File: src/rtl/core/sbt_pkg.sv
package sbt_pkg;

    // Table geometry
    localparam int NUM_ENTRIES = 32;
    localparam int IDX_W       = (NUM_ENTRIES > 1) ? $clog2(NUM_ENTRIES) : 1;

    // Field widths
    localparam int ADDR_W   = 32;
    localparam int WORD_W   = 32;
    localparam int LEN_W    = 4;
    localparam int STATUS_W = 3;
    localparam int PADDR_W  = 3;
    localparam int PDATA_W  = 32;

    // Register reset values
    localparam logic [WORD_W-1:0] BREAK_WORD_RST = 32'd13;
    localparam logic [LEN_W-1:0]  REQ_LEN_RST    = 4'd4;

    // Register indexes (byte address bit 2)
    localparam logic REG_BREAK_WORD = 1'b0;
    localparam logic REG_REQ_LEN    = 1'b1;

    // Request kinds
    localparam logic FUNC_SET   = 1'b0;
    localparam logic FUNC_CLEAR = 1'b1;

    // Result status codes
    typedef logic [STATUS_W-1:0] sbt_status_t;
    localparam sbt_status_t STAT_OK       = 3'd0;
    localparam sbt_status_t STAT_BAD_LEN  = 3'd1;
    localparam sbt_status_t STAT_DUP      = 3'd2;
    localparam sbt_status_t STAT_FULL     = 3'd3;
    localparam sbt_status_t STAT_NOT_SET  = 3'd4;

    // Search token handed from cell to cell
    typedef struct packed {
        logic              valid;
        logic              func;
        logic [ADDR_W-1:0] addr;
        logic              hit;
        logic              hit_left;
        logic [WORD_W-1:0] hit_word;
        logic              free_found;
        logic [IDX_W-1:0]  free_idx;
    } sbt_pkt_t;

    // Entry allocation broadcast from the controller
    typedef struct packed {
        logic              en;
        logic [IDX_W-1:0]  idx;
        logic [ADDR_W-1:0] addr;
        logic [WORD_W-1:0] word;
        logic              left;
    } sbt_alloc_t;

endpackage

File: src/rtl/core/sbt_cfg.sv
module sbt_cfg
    import sbt_pkg::*;
(
    input  logic               aclk,
    input  logic               aresetn,
    input  logic               psel,
    input  logic               penable,
    input  logic               pwrite,
    input  logic [PADDR_W-1:0] paddr,
    input  logic [PDATA_W-1:0] pwdata,
    output logic [PDATA_W-1:0] prdata,
    output logic               pready,
    output logic [WORD_W-1:0]  break_word,
    output logic [LEN_W-1:0]   required_length
);

    logic [WORD_W-1:0] break_word_reg;
    logic [LEN_W-1:0]  req_len_reg;
    logic              wr_en;

    assign pready = 1'b1;
    assign wr_en  = psel && penable && pwrite && pready;

    // Register writes
    always_ff @(posedge aclk) begin
        if (!aresetn) begin
            break_word_reg <= BREAK_WORD_RST;
            req_len_reg    <= REQ_LEN_RST;
        end else if (wr_en) begin
            unique case (paddr[2])
                REG_BREAK_WORD: break_word_reg <= pwdata[WORD_W-1:0];
                REG_REQ_LEN:    req_len_reg    <= pwdata[LEN_W-1:0];
                default:        ;
            endcase
        end
    end

    // Read mux
    always_comb begin
        unique case (paddr[2])
            REG_BREAK_WORD: prdata = PDATA_W'(break_word_reg);
            REG_REQ_LEN:    prdata = PDATA_W'(req_len_reg);
            default:        prdata = '0;
        endcase
    end

    assign break_word      = break_word_reg;
    assign required_length = req_len_reg;

endmodule

File: config.mk
export PLATFORM = sky130hd
export DESIGN_NAME = sbt_cfg
export DESIGN_NICKNAME = d
export VERILOG_FILES = /design/src/rtl/core/sbt_pkg.sv /design/src/rtl/core/sbt_cfg.sv
export SDC_FILE = /design/constraint.sdc
export NUM_CORES = 1
export LEC_CHECK = 0
export BUFFER_PORTS_ARGS = -buffer_cell sky130_fd_sc_hd__buf_2
export CAP_MARGIN = 5
export CORE_MARGIN = 2
export CORE_UTILIZATION = 30
export DETAILED_ROUTE_END_ITERATION = 6
export REMOVE_ABC_BUFFERS = 1
export SETUP_SLACK_MARGIN = 0.5
export SLEW_MARGIN = 0
export SYNTH_ARGS = -nofsm -noshare
export SYNTH_HDL_FRONTEND = slang
export SYNTH_SLANG_ARGS = --single-unit
export TNS_END_PERCENT = 5
File: constraint.sdc
create_clock -name aclk -period 1.6 [get_ports aclk]
set_clock_uncertainty 0.2 [all_clocks]
set_input_delay 0.24 -clock aclk [delete_from_list [all_inputs] [get_ports aclk]]
set_output_delay 0.24 -clock aclk [all_outputs]
set_load 0.005 [all_outputs]
==> impl_summary.txt <==
----------------------------------------------------
[Route]
  Residual DRC ... 0
  Number of design-rule violations left by the first detailed-router iteration ... 28
  Vias per inst ... ~4.2
  Total Wirelength ... 4290 µm
  Initial DRT Pass Iterations ... 4
  Average wire per standard cell ... approximately 11 µm
  Post-DRT Antenna Nets ... 0
  Total via count in the routed design ... around 1.7k

[Layout]
  Synth-to-Final Area Change ... 60.8%
  Total number of nets in the final design ... approximately 360
  Share of final-layout standard cells stronger than drive strength 1 ... a little over two fifths
  Antenna diode count ... 0
  Max reg flops ... 32

[Logic synthesis]
  Area of the mapped netlist ... about 0.0017 mm²
  Number of synthesis warnings ... 0
  Share of synthesized area occupied by flip-flops and latches ... 42.5%
  Post-synth cell types ... 12
  Area fraction in and, or, nand and nor cells after synthesis ... 27.8%
  Synthesized area divided by synthesized cell count ... ~8.8 µm²
  Fraction of synthesized cell area in xor and xnor cells ... 0%
  Synth Area in Adders ... 0%
  Combinational family with the most area after synthesis ... simple AND/OR/NAND/NOR gates
  Compound-gate portion of the synthesized area ... 0%
  Share of cell area taken by muxes after synthesis ... roughly a quarter
  Synthesized netlist cell count ... a little under 200
  Post-synthesis register bit count ... 36

[Worst setup path]
  Cell-by-cell listing of the critical path ... mux2_4 > buf_6
  Total number of cells along the worst setup path ... 2
  Worst-case register-to-register setup slack ... about 0.64 ns
  R2R cell count ... 3
  Capturing element type of the critical path ... output pin
  Worst setup path startpoint ... break_word[2]
  Required time of the critical path ... 1.16 ns
  Startpoint-to-endpoint class of the critical path ... register to output pin
  WP buf/inv ... 1
  Crit path max-delay cell type ... sky130_fd_sc_hd__dfxtp_2
  CP top delay family ... flip-flops
  Largest stage delay on the critical path ... 0.33 ns
  Top fanout value on the critical path ... 3
  Reg-to-reg endpoint ... required_length[2]
  Sort of element at the start of the critical path ... register
  Arr. time, crit path ... roughly 0.99 ns
  R2R Path Start ... required_length[2]

[STA]
  Count of endpoints failing setup in the final report ... 0
  Worst hold slack across all endpoints ... between 0.004 and 0.005 ns
  Period minus WS final ... roughly 1.4 ns
  Sum of negative setup slack ... 0 ns
  Count of final max-slew check failures ... 0
  Unrepaired setup endpoints after global routing ... yes
  Highest achievable clock rate ... between 0.6 and 0.7 GHz
  Fraction of the cycle the final worst path needs ... just under 90%
  Hold Violations, Final ... 0

[Clock network]
  Clock Sinks ... 36
  H-tree levels ... 2
  CTS tree ... built
  Clock Path Buffers ... 2
  Library cell used as clock root buffer ... sky130_fd_sc_hd__clkbuf_8
  Number of CTS-inserted buffers ... 5
  Insertion delay of the later-clocked pin in the worst-skew pair ... 0.28 ns
  Reg clk slew, reported paths ... ~0.07 ns

[Power]
  Internal power ... 0.00143 W
  Sequential Power Share ... between 50% and 60%
  Switching pwr ... 0.000426 W
  Power density over the cells ... ~680 mW/mm²
  P_leak ... 1.34 nW
  Post-route total power ... 0.00185 W
  Power share of the combinational group ... 14.6%
  Worst-case vdd ir drop ... between 0.3 and 0.4 mV
  Relative contribution of the clock network to total power ... roughly a third
  Switching Fraction ... a little under a quarter

[Floorplanning]
  Initial cell density of the core ... a little under a third
  Die boundary width ... a little under 80 µm
  Overall die area ... between 0.006 and 0.007 mm²
  Io pins ... 109
  Die span in y ... between 70 and 80 µm
  Placement row count ... 27
  Core outline area ... approximately 0.0055 mm²

[GRT]
  Global-route usage over all layers ... between 10% and 20%
  Number of global-route vias before repair ... around 1.5k
  First-pass GRT wire length ... around 6500 µm
  Initial antenna violation count ... 0
  Pin count of the biggest net entering global routing ... 39
  Aggregate global routing overflow ... 0

[Worst hold path]
  WHS Endpoint ... break_word[30]
  Cell depth of the worst hold path ... 3
  Class of the worst hold path ... input pin to register
  Start point of the worst hold path ... pwdata[30]

[Outcome]
  Status ... completed

[Job]
  Max Cap Violations ... 0

[Placed design]
  HPWL reported at the end of detailed placement ... 3030 µm
  I/O Buffers ... around 110
  Placer's final routability congestion estimate ... 0.684

----------------------------------------------------
[tightest hold or removal path, stage by stage]
cell                      delay (ns)
sky130_fd_sc_hd__buf_2          0.10
sky130_fd_sc_hd__nand2_1        0.05
sky130_fd_sc_hd__mux2i_1        0.06
[power groups by stage]
| stage | clock network (W) | registers [W] | logic, W |
|---|---|---|---|
| 6_report | 0.000654 | 0.000929 | 0.000271 |
| 5_1_grt | 0.000721 | 0.000932 | 0.000299 |
| 4_1_cts | 0.000690 | 0.000929 | 0.000269 |
| 3_5_place_dp | 0 | 0.000950 | 0.000220 |
| 3_3_place_gp | 0 | 0.000948 | 0.000217 |
| 2_1_floorplan | 0 | 0.000950 | 0.0000718 |
[timing repair]
action                                 CTS  global route
setup buffers                            4             1
pin swaps                                0             0
hold buffers                            23             0
resized for setup                        7             8
setup endpoints to repair              104           104
endpoints found under the hold margin   23             0
[synthesized netlist by cell type]
| cell type | instances | area, µm² |
|---|---|---|
| sky130_fd_sc_hd__mux2i_1 | 36 | 360 |
| sky130_fd_sc_hd__buf_2 | 1 | 5.00 |
| sky130_fd_sc_hd__and4b_1 | 1 | 10.0 |
| sky130_fd_sc_hd__mux2_2 | 4 | 45.0 |
| sky130_fd_sc_hd__dfxtp_1 | 36 | 721 |
| sky130_fd_sc_hd__buf_6 | 4 | 45.0 |
| sky130_fd_sc_hd__clkbuf_1 | 10 | 37.5 |
| sky130_fd_sc_hd__nand2_1 | 63 | 236 |
| sky130_fd_sc_hd__nand4_1 | 1 | 6.26 |
| sky130_fd_sc_hd__nor2b_1 | 35 | 219 |
| sky130_fd_sc_hd__buf_4 | 1 | 7.51 |
| sky130_fd_sc_hd__conb_1 | 1 | 3.75 |
[worst max-delay path by stage]
stage / slack (ns) / end
2_1_floorplan: -0.43 / break_word[0]
3_3_place_gp: 0.1 / break_word[3]
3_5_place_dp: 0.07 / break_word[5]
4_1_cts: 0.16 / prdata[2]
5_1_grt: 0.13 / prdata[3]
6_report: 0.17 / prdata[2]
[per-layer routing]
metal | GRT usage (%) | vias to the layer above | routed length [µm] | share of wire [%]
met5 | 0 | - | 0 | 0
met4 | 3.62 | 0 | 42 | 0.98
met3 | 4.55 | 6 | 292 | 6.8
met2 | 22.9 | 57 | 2130 | 50
met1 | 15.1 | 735 | 1830 | 43
li1 | - | 873 | - | -
[cells by family after synthesis]
| kind of cell | after synthesis |
|---|---|
| other | 1 |
| buffers and inverters | 16 |
| multiplexers | 40 |
| AND/OR/NAND/NOR | 100 |
| flip-flops | 36 |
[cell usage in the layout (no fill, tap or decap), types with 2 or more instances in the layout]
| cell | count |
|---|---|
| sky130_fd_sc_hd__mux2_4 | 2 |
| sky130_fd_sc_hd__buf_2 | 104 |
| sky130_fd_sc_hd__buf_4 | 6 |
| sky130_fd_sc_hd__nor2b_1 | 35 |
| sky130_fd_sc_hd__clkbuf_8 | 6 |
| sky130_fd_sc_hd__mux2i_1 | 36 |
| sky130_fd_sc_hd__dfxtp_1 | 27 |
| sky130_fd_sc_hd__dlygate4sd3_1 | 23 |
| sky130_fd_sc_hd__mux2_2 | 2 |
| sky130_fd_sc_hd__buf_12 | 6 |
| sky130_fd_sc_hd__dfxtp_2 | 9 |
| sky130_fd_sc_hd__clkbuf_1 | 2 |
| sky130_fd_sc_hd__nand2_1 | 63 |
[layout make-up]
cell class | instances | area [µm²]
Multi-Input combinational cell | 141 | 890
Timing Repair Buffer | 140 | 927
Tap cell | 72 | 90.1
Clock buffer | 8 | 90.1
Sequential cell | 36 | 732
Fill cell | 555 | 2740
[stage by stage]
| step | area [µm²] | util, % | cells | setup slack (ns) |
|---|---|---|---|---|
| finish | 2730 | 49.9 | 397 | 0.168 |
| global route | 2730 | 49.9 | 397 | 0.134 |
| CTS | 2700 | 49.2 | 396 | 0.162 |
| detailed placement | 2330 | 42.6 | 361 | 0.0706 |
| global placement | 2330 | 42.6 | 361 | 0.0995 |
| floorplan | 1600 | - | 177 | -0.426 |
No activity file was read; power rests on OpenSTA's default activity.
