## src/rtl/core/sbt_pkg.sv

```systemverilog
package sbt_pkg;

    // Table geometry
    localparam int NUM_ENTRIES = 32;
    localparam int IDX_W       = (NUM_ENTRIES > 1) ? $clog2(NUM_ENTRIES) : 1;

    // Field widths
    localparam int ADDR_W   = 32;
    localparam int WORD_W   = 32;
    localparam int LEN_W    = 4;
    localparam int STATUS_W = 3;
    localparam int PADDR_W  = 3;
    localparam int PDATA_W  = 32;

    // Register reset values
    localparam logic [WORD_W-1:0] BREAK_WORD_RST = 32'd13;
    localparam logic [LEN_W-1:0]  REQ_LEN_RST    = 4'd4;

    // Register indexes (byte address bit 2)
    localparam logic REG_BREAK_WORD = 1'b0;
    localparam logic REG_REQ_LEN    = 1'b1;

    // Request kinds
    localparam logic FUNC_SET   = 1'b0;
    localparam logic FUNC_CLEAR = 1'b1;

    // Result status codes
    typedef logic [STATUS_W-1:0] sbt_status_t;
    localparam sbt_status_t STAT_OK       = 3'd0;
    localparam sbt_status_t STAT_BAD_LEN  = 3'd1;
    localparam sbt_status_t STAT_DUP      = 3'd2;
    localparam sbt_status_t STAT_FULL     = 3'd3;
    localparam sbt_status_t STAT_NOT_SET  = 3'd4;

    // Search token handed from cell to cell
    typedef struct packed {
        logic              valid;
        logic              func;
        logic [ADDR_W-1:0] addr;
        logic              hit;
        logic              hit_left;
        logic [WORD_W-1:0] hit_word;
        logic              free_found;
        logic [IDX_W-1:0]  free_idx;
    } sbt_pkt_t;

    // Entry allocation broadcast from the controller
    typedef struct packed {
        logic              en;
        logic [IDX_W-1:0]  idx;
        logic [ADDR_W-1:0] addr;
        logic [WORD_W-1:0] word;
        logic              left;
    } sbt_alloc_t;

endpackage

```

## src/rtl/core/sbt_cell.sv

```systemverilog
module sbt_cell
    import sbt_pkg::*;
(
    input  logic             aclk,
    input  logic             aresetn,
    input  logic [IDX_W-1:0] cell_index,
    input  sbt_pkt_t         pkt_in,
    input  sbt_alloc_t       alloc,
    output sbt_pkt_t         pkt_out
);

    logic              valid_reg, valid_next;
    logic [ADDR_W-1:0] addr_reg;
    logic [WORD_W-1:0] word_reg;
    logic              left_reg;
    sbt_pkt_t          pkt_reg, pkt_next;
    logic              hit_here;
    logic              alloc_here;

    assign hit_here   = pkt_in.valid && valid_reg && (addr_reg == pkt_in.addr);
    assign alloc_here = alloc.en && (alloc.idx == cell_index);

    // Token update: report a match and the first free entry seen so far
    always_comb begin
        pkt_next = pkt_in;
        if (hit_here) begin
            pkt_next.hit      = 1'b1;
            pkt_next.hit_left = left_reg;
            pkt_next.hit_word = word_reg;
        end
        if (!pkt_in.free_found && !valid_reg) begin
            pkt_next.free_found = 1'b1;
            pkt_next.free_idx   = cell_index;
        end
    end

    // Entry valid: set on allocation, dropped when a clear passes a match
    always_comb begin
        valid_next = valid_reg;
        if (alloc_here) begin
            valid_next = 1'b1;
        end else if (hit_here && pkt_in.func == FUNC_CLEAR) begin
            valid_next = 1'b0;
        end
    end

    always_ff @(posedge aclk) begin
        if (!aresetn) begin
            valid_reg <= 1'b0;
            pkt_reg   <= '0;
        end else begin
            valid_reg <= valid_next;
            pkt_reg   <= pkt_next;
        end
    end

    // Entry payload
    always_ff @(posedge aclk) begin
        if (alloc_here) begin
            addr_reg <= alloc.addr;
            word_reg <= alloc.word;
            left_reg <= alloc.left;
        end
    end

    assign pkt_out = pkt_reg;

endmodule

```

## config.mk

```make
export PLATFORM = sky130hd
export DESIGN_NAME = sbt_cell
export DESIGN_NICKNAME = d
export VERILOG_FILES = /design/src/rtl/core/sbt_pkg.sv /design/src/rtl/core/sbt_cell.sv
export SDC_FILE = /design/constraint.sdc
export NUM_CORES = 1
export LEC_CHECK = 0
export BUFFER_PORTS_ARGS = -buffer_cell sky130_fd_sc_hd__buf_4
export CAP_MARGIN = 0
export CORE_MARGIN = 4
export CORE_UTILIZATION = 42
export DETAILED_ROUTE_END_ITERATION = 10
export GPL_TIMING_DRIVEN = 1
export PLACE_DENSITY = 0.82
export SLEW_MARGIN = 20
export SYNTH_ARGS = -nofsm -noshare
export SYNTH_HDL_FRONTEND = slang
export SYNTH_SLANG_ARGS = --single-unit
```

## constraint.sdc

```tcl
create_clock -name aclk -period 6 [get_ports aclk]
set_clock_uncertainty 0.2 [all_clocks]
set_input_delay 0.9 -clock aclk [delete_from_list [all_inputs] [get_ports aclk]]
set_output_delay 0.9 -clock aclk [all_outputs]
set_load 0.01 [all_outputs]
```

==> results of run 1 <==
==> how the worst max path moves through the flow <==
stage	endpoint	cells after the start	slack, ns
2_1_floorplan	valid_reg	5	1.58
3_3_place_gp	pkt_out[38]	7	2.22
3_5_place_dp	pkt_out[7]	7	2.07
4_1_cts	pkt_out[7]	7	2.50
5_1_grt	pkt_out[7]	7	2.34
6_report	pkt_out[7]	7	2.54
==> per-layer routing <==
layer  up-vias  track usage [%]
met3        31             5.74
met2       125             30.5
met1      1602             18.9
li1       1683                -
met5         -                0
met4         0             10.2
==> cell usage after synthesis (3+ instances only) <==
| cell type | instances |
|---|---|
| sky130_fd_sc_hd__a21boi_0 | 6 |
| sky130_fd_sc_hd__and2_1 | 33 |
| sky130_fd_sc_hd__buf_12 | 3 |
| sky130_fd_sc_hd__clkbuf_1 | 12 |
| sky130_fd_sc_hd__dfxtp_1 | 75 |
| sky130_fd_sc_hd__edfxtp_1 | 65 |
| sky130_fd_sc_hd__mux2i_1 | 33 |
| sky130_fd_sc_hd__nand2_1 | 71 |
| sky130_fd_sc_hd__nand4_1 | 3 |
| sky130_fd_sc_hd__nor4_1 | 7 |
| sky130_fd_sc_hd__o21ai_0 | 6 |
| sky130_fd_sc_hd__xnor2_1 | 4 |
| sky130_fd_sc_hd__xor2_1 | 33 |
==> cell usage in the layout (no fill, tap or decap), types with 4 or more instances in the layout <==
master / instances
sky130_fd_sc_hd__nor4_1: 7
sky130_fd_sc_hd__xor2_1: 33
sky130_fd_sc_hd__dfxtp_1: 75
sky130_fd_sc_hd__buf_4: 227
sky130_fd_sc_hd__and2_1: 33
sky130_fd_sc_hd__clkbuf_1: 4
sky130_fd_sc_hd__nand2_1: 71
sky130_fd_sc_hd__clkbuf_16: 17
sky130_fd_sc_hd__edfxtp_1: 65
sky130_fd_sc_hd__a21boi_0: 6
sky130_fd_sc_hd__xnor2_1: 4
sky130_fd_sc_hd__o21ai_0: 6
sky130_fd_sc_hd__mux2i_1: 33
==> metrics by stage <==
step / hold slack (ns) / utilization, % / std cells
after global placement: 0.287 / 58.5 / 716
final: 0.307 / 63.4 / 748
after floorplan: 0.282 / - / 362
after detailed placement: 0.304 / 58.5 / 716
after CTS: 0.308 / 63.4 / 748
after global routing: 0.331 / 63.4 / 748
==> cells by family (layout without fill, tap and decap cells) <==
family          Yosys count  after routing  share of synthesized area [%]
compound gates           14             14                           1.82
xor+xnor                 37             37                           6.62
buf+inv                  18            261                           2.53
flops                   140            140                           70.6
mux                      33             33                           6.75
simple gates            120            120                           11.7
==> where the power goes <==
part / switching (W) / internal [W] / total [W] / leakage [nW]
clock: 0.000354 / 0.000627 / 0.000981 / 0.273
sequential: 0.0000112 / 0.00104 / 0.00105 / 1.21
combinational: 0.0000779 / 0.000117 / 0.000195 / 1.63
total: 0.000443 / 0.00178 / 0.00222 / 3.12
==> area by class of cell <==
| type | instances | share of cell area, % |
|---|---|---|
| sequential | 140 | 47.7 |
| timing repair buffer | 227 | 23.5 |
| multi-input combinational | 204 | 18.4 |
| clock buffer | 23 | 6.47 |
| tap | 143 | 2.47 |
| clock inverter | 9 | 1.30 |
| inverter | 2 | 0.104 |
==> critical path: cells and delay by family <==
family | cells | cell delay [ns]
AND/OR/NAND/NOR | 3 | 1.67
multiplexers | 1 | 0.27
XOR/XNOR | 1 | 0.15
buffers and inverters | 2 | 0.57
==> impl_metrics.py, run 1 <==
metrics = {
    "route": {
        "routed_wire_length_um": 11900,
        "avgViaCountPerCell": 4.60,
        "post_route_antenna_net_violation_count": 0,
        "wl_met1_um": 4360,
        "routedWlPerCell_um": 15.9,
        "route.top_layer_used": "met4",
        "drt-pass1-iter-count": 4,
        "detailedRoute.firstIterationViolations": 168,
        "detailroute.wirelength.met2_um": 6340,
        "post-route-drc-count": 0,
        "met3_wire_length_um": 759,
        "vias": 3441,
    },
    "timing": {
        "final.setup.tns_ns": 0,
        "slew_headroom_pct": 29.4,
        "grt_setup_unrepaired": "false",
        "report.final.slew_viol_count": 0,
        "final_min_period_over_clock_period_pct": 57.7,
        "final_period_minus_worst_setup_slack_ns": 3.46,
        "setup_ws_ns": 2.54,
        "hold_viol_final": 0,
        "setup_viol": 0,
        "achievable-frequency_mhz": 289,
        "worst-slew-pin-transition_ns": 1.06,
    },
    "layout": {
        "design_area_um2": 7240,
        "area_used_by_multi_input_combinational_logic_um2": 1330,
        "filler_cell_count": 904,
        "final_net_count": 744,
        "drive_above_1_share_pct": 42.1,
        "area_growth_syn_to_layout_pct": 48.0,
        "largest_register_ff_count": 74,
        "layout.area.seq_um2": 3450,
        "insertedDiodeCount": 0,
    },
    "setup_path": {
        "end_kind": "flop",
        "timing.critical_path.required_ns": 6.12,
        "crit_path_launch_type": "input port",
        "critical_path.startpoint": "pkt_in[60]",
        "critPathMostFrequentCell": "sky130_fd_sc_hd__buf_4",
        "cp_cell_sequence": "buf_4, xor2_1, nor4_1, nand4_1, nor3_4, buf_4, mux2i_1",
        "r2r_end": "pkt_out[7]",
        "worst-r2r-setup-slack_ns": 2.78,
        "cp_slowest_stage_delay_ns": 0.92,
        "cp.arrival_ns": 3.58,
        "r2r_cells": 6,
        "worst_r2r_startpoint": "addr_reg[20]",
        "critical_path_slowest_stage_cell": "sky130_fd_sc_hd__nor3_4",
        "setup.worst_path.class": "in2reg",
        "timing.critical_path.fanout_max": 19,
    },
    "die": {
        "io_pins": 226,
        "design.die.area_um2": 13400,
        "floorplan.rows": 39,
        "fp.coreArea_um2": 11400,
        "die_width_um": 116,
        "die_height_um": 116,
        "start_util_pct": 42.8,
    },
    "yosys": {
        "synthDominantCellAreaShare_pct": 39.9,
        "yosys.area.top_type": "sky130_fd_sc_hd__edfxtp_1",
        "synth_enable_flop_cells": 65,
        "ys_seq_area_share_pct": 70.6,
        "ys_top_cells_by_area": "sky130_fd_sc_hd__edfxtp_1 (40%), sky130_fd_sc_hd__dfxtp_1 (31%), sky130_fd_sc_hd__mux2i_1 (6.8%)",
        "netlist_instances": 362,
        "synthArstFlopShare_pct": 0,
        "mappedNetlistArea_um2": 4890,
        "synth-warning-count": 0,
        "synth_area_per_cell_um2": 13.5,
        "ff_latch_count_synth": 140,
        "ys.flop_type": "sky130_fd_sc_hd__dfxtp_1",
        "synthDistinctLibCells": 22,
        "mapped_nets": 514,
    },
    "min_path": {
        "destination_of_the_worst_hold_path": "pkt_out[35]",
        "holdPathStages": 2,
        "class_of_the_tightest_hold_or_removal_check": "reg2reg",
        "worst_hold_startpoint": "word_reg[29]",
    },
    "place": {
        "pre_cts_slack_ns": 2.07,
        "place.gp.congestion": 0.871,
        "dpl_cell_area_um2": 6680,
        "io_buffers": 225,
        "hpwl_um": 8850,
    },
    "power": {
        "peakVddDrop_uv": 257,
        "post-layout-total-power_w": 0.00222,
        "power_density_over_the_cells_nw_per_um2": 307,
        "leakage_dissipation_nw": 3.12,
    },
    "cts": {
        "clkLatencyLatePin_ns": 0.41,
        "cts_hold_repair.buffers": 0,
        "clk_pin_slew_ns": 0.06,
        "cts_post_setup_buffers_inserted": 0,
        "clock_sinks": 140,
        "post_cts_resize_count": 0,
        "cts_tree": "yes",
        "clock_tree.buffer_depth": 2,
        "total_cts_buffers": 17,
        "clockRootBuffer": "sky130_fd_sc_hd__clkbuf_16",
        "cts_max_level": 4,
    },
    "global_route": {
        "grt_usage_pct": 17.7,
        "grt_first_pass_wirelength_um": 17600,
        "grt_antenna_before_repair": 0,
        "globalRouteOverflowTotal": 0,
        "first_global_vias": 3541,
        "maximum_number_of_pins_on_one_net_before_global_route_repair": 109,
    },
    "run": {
        "timing.max_cap.violations": 0,
    },
    "run_status": {
        "outcome": "finished, final reports clean",
    },
}
Power figures use the tool's default switching activity.
==> inputs of run 2 (changes only) <==
--- a/config.mk
+++ b/config.mk
@@ -5,13 +5,14 @@
 export SDC_FILE = /design/constraint.sdc
 export NUM_CORES = 1
 export LEC_CHECK = 0
+export ABC_AREA = 1
 export BUFFER_PORTS_ARGS = -buffer_cell sky130_fd_sc_hd__buf_4
 export CAP_MARGIN = 0
 export CORE_MARGIN = 4
-export CORE_UTILIZATION = 42
+export CORE_UTILIZATION = 47
 export DETAILED_ROUTE_END_ITERATION = 10
 export GPL_TIMING_DRIVEN = 1
-export PLACE_DENSITY = 0.82
+export PLACE_DENSITY = 0.86
 export SLEW_MARGIN = 20
 export SYNTH_ARGS = -nofsm -noshare
 export SYNTH_HDL_FRONTEND = slang
==> constraint.sdc (replaced) <==
create_clock -name aclk -period 3.3 [get_ports aclk]
set_clock_uncertainty 0.2 [all_clocks]
set_input_delay 0.495 -clock aclk [delete_from_list [all_inputs] [get_ports aclk]]
set_output_delay 0.495 -clock aclk [all_outputs]
set_load 0.01 [all_outputs]
==> impl_metrics.py, run 2 <==
metrics = {
    "yosys": {
        "synth-warning-count": 0,
        "ys.flop_type": "sky130_fd_sc_hd__dfxtp_1",
        "synth_area_per_cell_um2": 9.95,
        "synthDominantCellAreaShare_pct": 39.1,
        "yosys.area.top_type": "sky130_fd_sc_hd__edfxtp_1",
        "ys_seq_area_share_pct": 69.2,
        "ys_top_cells_by_area": "sky130_fd_sc_hd__edfxtp_1 (39%), sky130_fd_sc_hd__dfxtp_1 (30%), sky130_fd_sc_hd__nor2_1 (7.8%)",
        "mapped_nets": 653,
        "synthDistinctLibCells": 20,
        "synthArstFlopShare_pct": 0,
        "synth_enable_flop_cells": 65,
        "mappedNetlistArea_um2": 4990,
        "ff_latch_count_synth": 140,
        "top_cells_by_instance_count_after_synthesis": "sky130_fd_sc_hd__nor2_1 (104), sky130_fd_sc_hd__nand2_1 (96), sky130_fd_sc_hd__inv_1 (78)",
        "netlist_instances": 501,
        "synthMostInstantiatedCell": "sky130_fd_sc_hd__nor2_1",
    },
    "layout": {
        "mostFrequentLayoutCell": "sky130_fd_sc_hd__buf_4",
        "area_used_by_multi_input_combinational_logic_um2": 1130,
        "final_core_utilization_pct": 83.6,
        "drive_above_1_share_pct": 30.4,
        "layout.area.seq_um2": 3450,
        "most-common-layout-cells": "sky130_fd_sc_hd__buf_4 (227), sky130_fd_sc_hd__dlygate4sd3_1 (123), sky130_fd_sc_hd__nor2_1 (104)",
        "final_net_count": 1008,
        "largest_register_ff_count": 74,
        "area_growth_syn_to_layout_pct": 73.0,
        "filler_cell_count": 515,
    },
    "global_route": {
        "first_global_vias": 5471,
        "grt_first_pass_wirelength_um": 27700,
        "globalRouteOverflowTotal": 0,
        "grt_antenna_before_repair": 3,
        "maximum_number_of_pins_on_one_net_before_global_route_repair": 74,
        "grt_usage_pct": 29.1,
    },
    "timing": {
        "final_min_period_over_clock_period_pct": 80.7,
        "setup_viol": 0,
        "setup_ws_ns": 0.635,
        "final_period_minus_worst_setup_slack_ns": 2.66,
        "final.setup.tns_ns": 0,
        "achievable-frequency_mhz": 375,
        "grt_setup_unrepaired": "false",
        "worst-slew-pin-transition_ns": 0.700,
        "slew_headroom_pct": 53.3,
        "hold_viol_final": 0,
        "report.final.slew_viol_count": 0,
    },
    "route": {
        "post-route-drc-count": 0,
        "routed_wire_length_um": 17700,
        "avgViaCountPerCell": 4.82,
        "routedWlPerCell_um": 17.5,
        "vias": 4862,
        "drt-pass1-iter-count": 5,
        "detailedRoute.firstIterationViolations": 311,
        "post_route_antenna_net_violation_count": 0,
    },
    "cts": {
        "clock_tree.buffer_depth": 2,
        "cts_max_level": 4,
        "clk_pin_slew_ns": 0.06,
        "cts_post_setup_buffers_inserted": 0,
        "clkLatencyLatePin_ns": 0.53,
        "total_cts_buffers": 17,
        "clockRootBuffer": "sky130_fd_sc_hd__clkbuf_8",
        "cts_tree": "yes",
        "clock_sinks": 140,
    },
    "die": {
        "die_height_um": 111,
        "design.die.area_um2": 12300,
        "die_width_um": 111,
        "floorplan.rows": 37,
        "start_util_pct": 48.3,
        "io_pins": 226,
        "fp.coreArea_um2": 10300,
    },
    "run": {
        "timing.max_cap.violations": 0,
    },
    "setup_path": {
        "end_kind": "flop",
        "crit_path_launch_type": "input port",
        "timing.critical_path.fanout_max": 34,
        "timing.critical_path.required_ns": 3.53,
        "setup.worst_path.class": "in2reg",
        "cp.arrival_ns": 2.90,
    },
    "place": {
        "pre_cts_slack_ns": 0.938,
        "hpwl_um": 9770,
        "io_buffers": 225,
        "place.gp.congestion": 0.862,
    },
    "power": {
        "power_density_over_the_cells_nw_per_um2": 512,
        "post-layout-total-power_w": 0.00441,
        "peakVddDrop_uv": 451,
        "leakage_dissipation_nw": 4.19,
    },
    "min_path": {
        "class_of_the_tightest_hold_or_removal_check": "in2reg",
    },
    "run_status": {
        "outcome": "finished, final reports clean",
    },
}
## run 2: cell types whose count changed in the layout (fill, tap and decap cells not counted), moves of 31 or more
cell / before / now
sky130_fd_sc_hd__and2_1: 33 / 0
sky130_fd_sc_hd__xor2_1: 33 / 2
sky130_fd_sc_hd__inv_1: 2 / 77
sky130_fd_sc_hd__mux2i_1: 33 / 0
sky130_fd_sc_hd__o21ai_0: 6 / 41
sky130_fd_sc_hd__dlygate4sd3_1: 0 / 123
sky130_fd_sc_hd__nor2_1: 1 / 104
## run 2: repair_timing
| item | 4_1_cts | 5_1_grt |
|---|---|---|
| setup endpoints to repair | 0 | 0 |
| hold endpoints to repair | 123 | 0 |
| resized for setup | 0 | 0 |
| hold buffers | 123 | 0 |
## run 2: metal layers
metal  wire [µm]  GRT usage [%]  vias up
li1            -              -     2268
met1        5660           27.7     2245
met2        9780           54.6      258
met3        1140           7.21       91
met4        1110           19.1        0
met5           0              0        -
## run 2: layout make-up
type,count,share of cell area (%)
diodes,4,0.116
multi-input cells,266,13.2
inverters,81,3.58
repair buffers,350,34.0
flip-flops and latches,140,40.0
clock inverters,12,1.84
clock buffers,20,5.29
well taps,136,1.97
## run 2: cells by family (layout without fill, tap and decap cells)
kind of cell | Yosys count | in the layout | share of synthesized area [%]
and+or+nand+nor | 208 | 208 | 16.0
DFF | 140 | 140 | 69.2
buffers and inverters | 95 | 463 | 8.00
AOI/OAI and AO/OA | 48 | 48 | 4.97
xor gates and xnor gates | 10 | 10 | 1.76
other | 0 | 4 | 0
## run 2: worst paths after layout
path	from	endpoint	slack, ns	depth (start not counted)
max	pkt_in[48]	pkt_out[28]	0.64	13
min	cell_index[4]	pkt_out[4]	0.01	3
max reg2reg	addr_reg[6]	pkt_out[28]	0.89	11
min reg2reg	word_reg[11]	pkt_out[17]	0.30	2
## run 2: power by group
group	total, W	internal, W	switching, W
Sequential	0.00191	0.00189	0.0000262
Clock	0.00198	0.00122	0.000759
Combinational	0.000519	0.000309	0.000210
## run 2: worst max-delay path, cell delays in order
cell                            delay [ns]
sky130_fd_sc_hd__dlygate4sd3_1        0.57
sky130_fd_sc_hd__buf_4                0.16
sky130_fd_sc_hd__nand2_1              0.06
sky130_fd_sc_hd__nand2_1              0.07
sky130_fd_sc_hd__nor2_1               0.16
sky130_fd_sc_hd__nand2_1              0.08
sky130_fd_sc_hd__nor2_1               0.19
sky130_fd_sc_hd__nand2_1              0.10
sky130_fd_sc_hd__nor2_2               0.16
sky130_fd_sc_hd__nand2_4              0.23
sky130_fd_sc_hd__inv_6                0.31
sky130_fd_sc_hd__nor2_1               0.08
sky130_fd_sc_hd__nor2_1               0.22
## run 2: through the flow
step	hold slack (ns)	cell area, µm²	std cells
2_1_floorplan	0.255	4990	501
3_3_place_gp	0.275	6770	850
3_5_place_dp	0.288	6770	850
4_1_cts	0.000174	8620	1005
5_1_grt	0.0110	8630	1008
6_report	0.0114	8630	1009
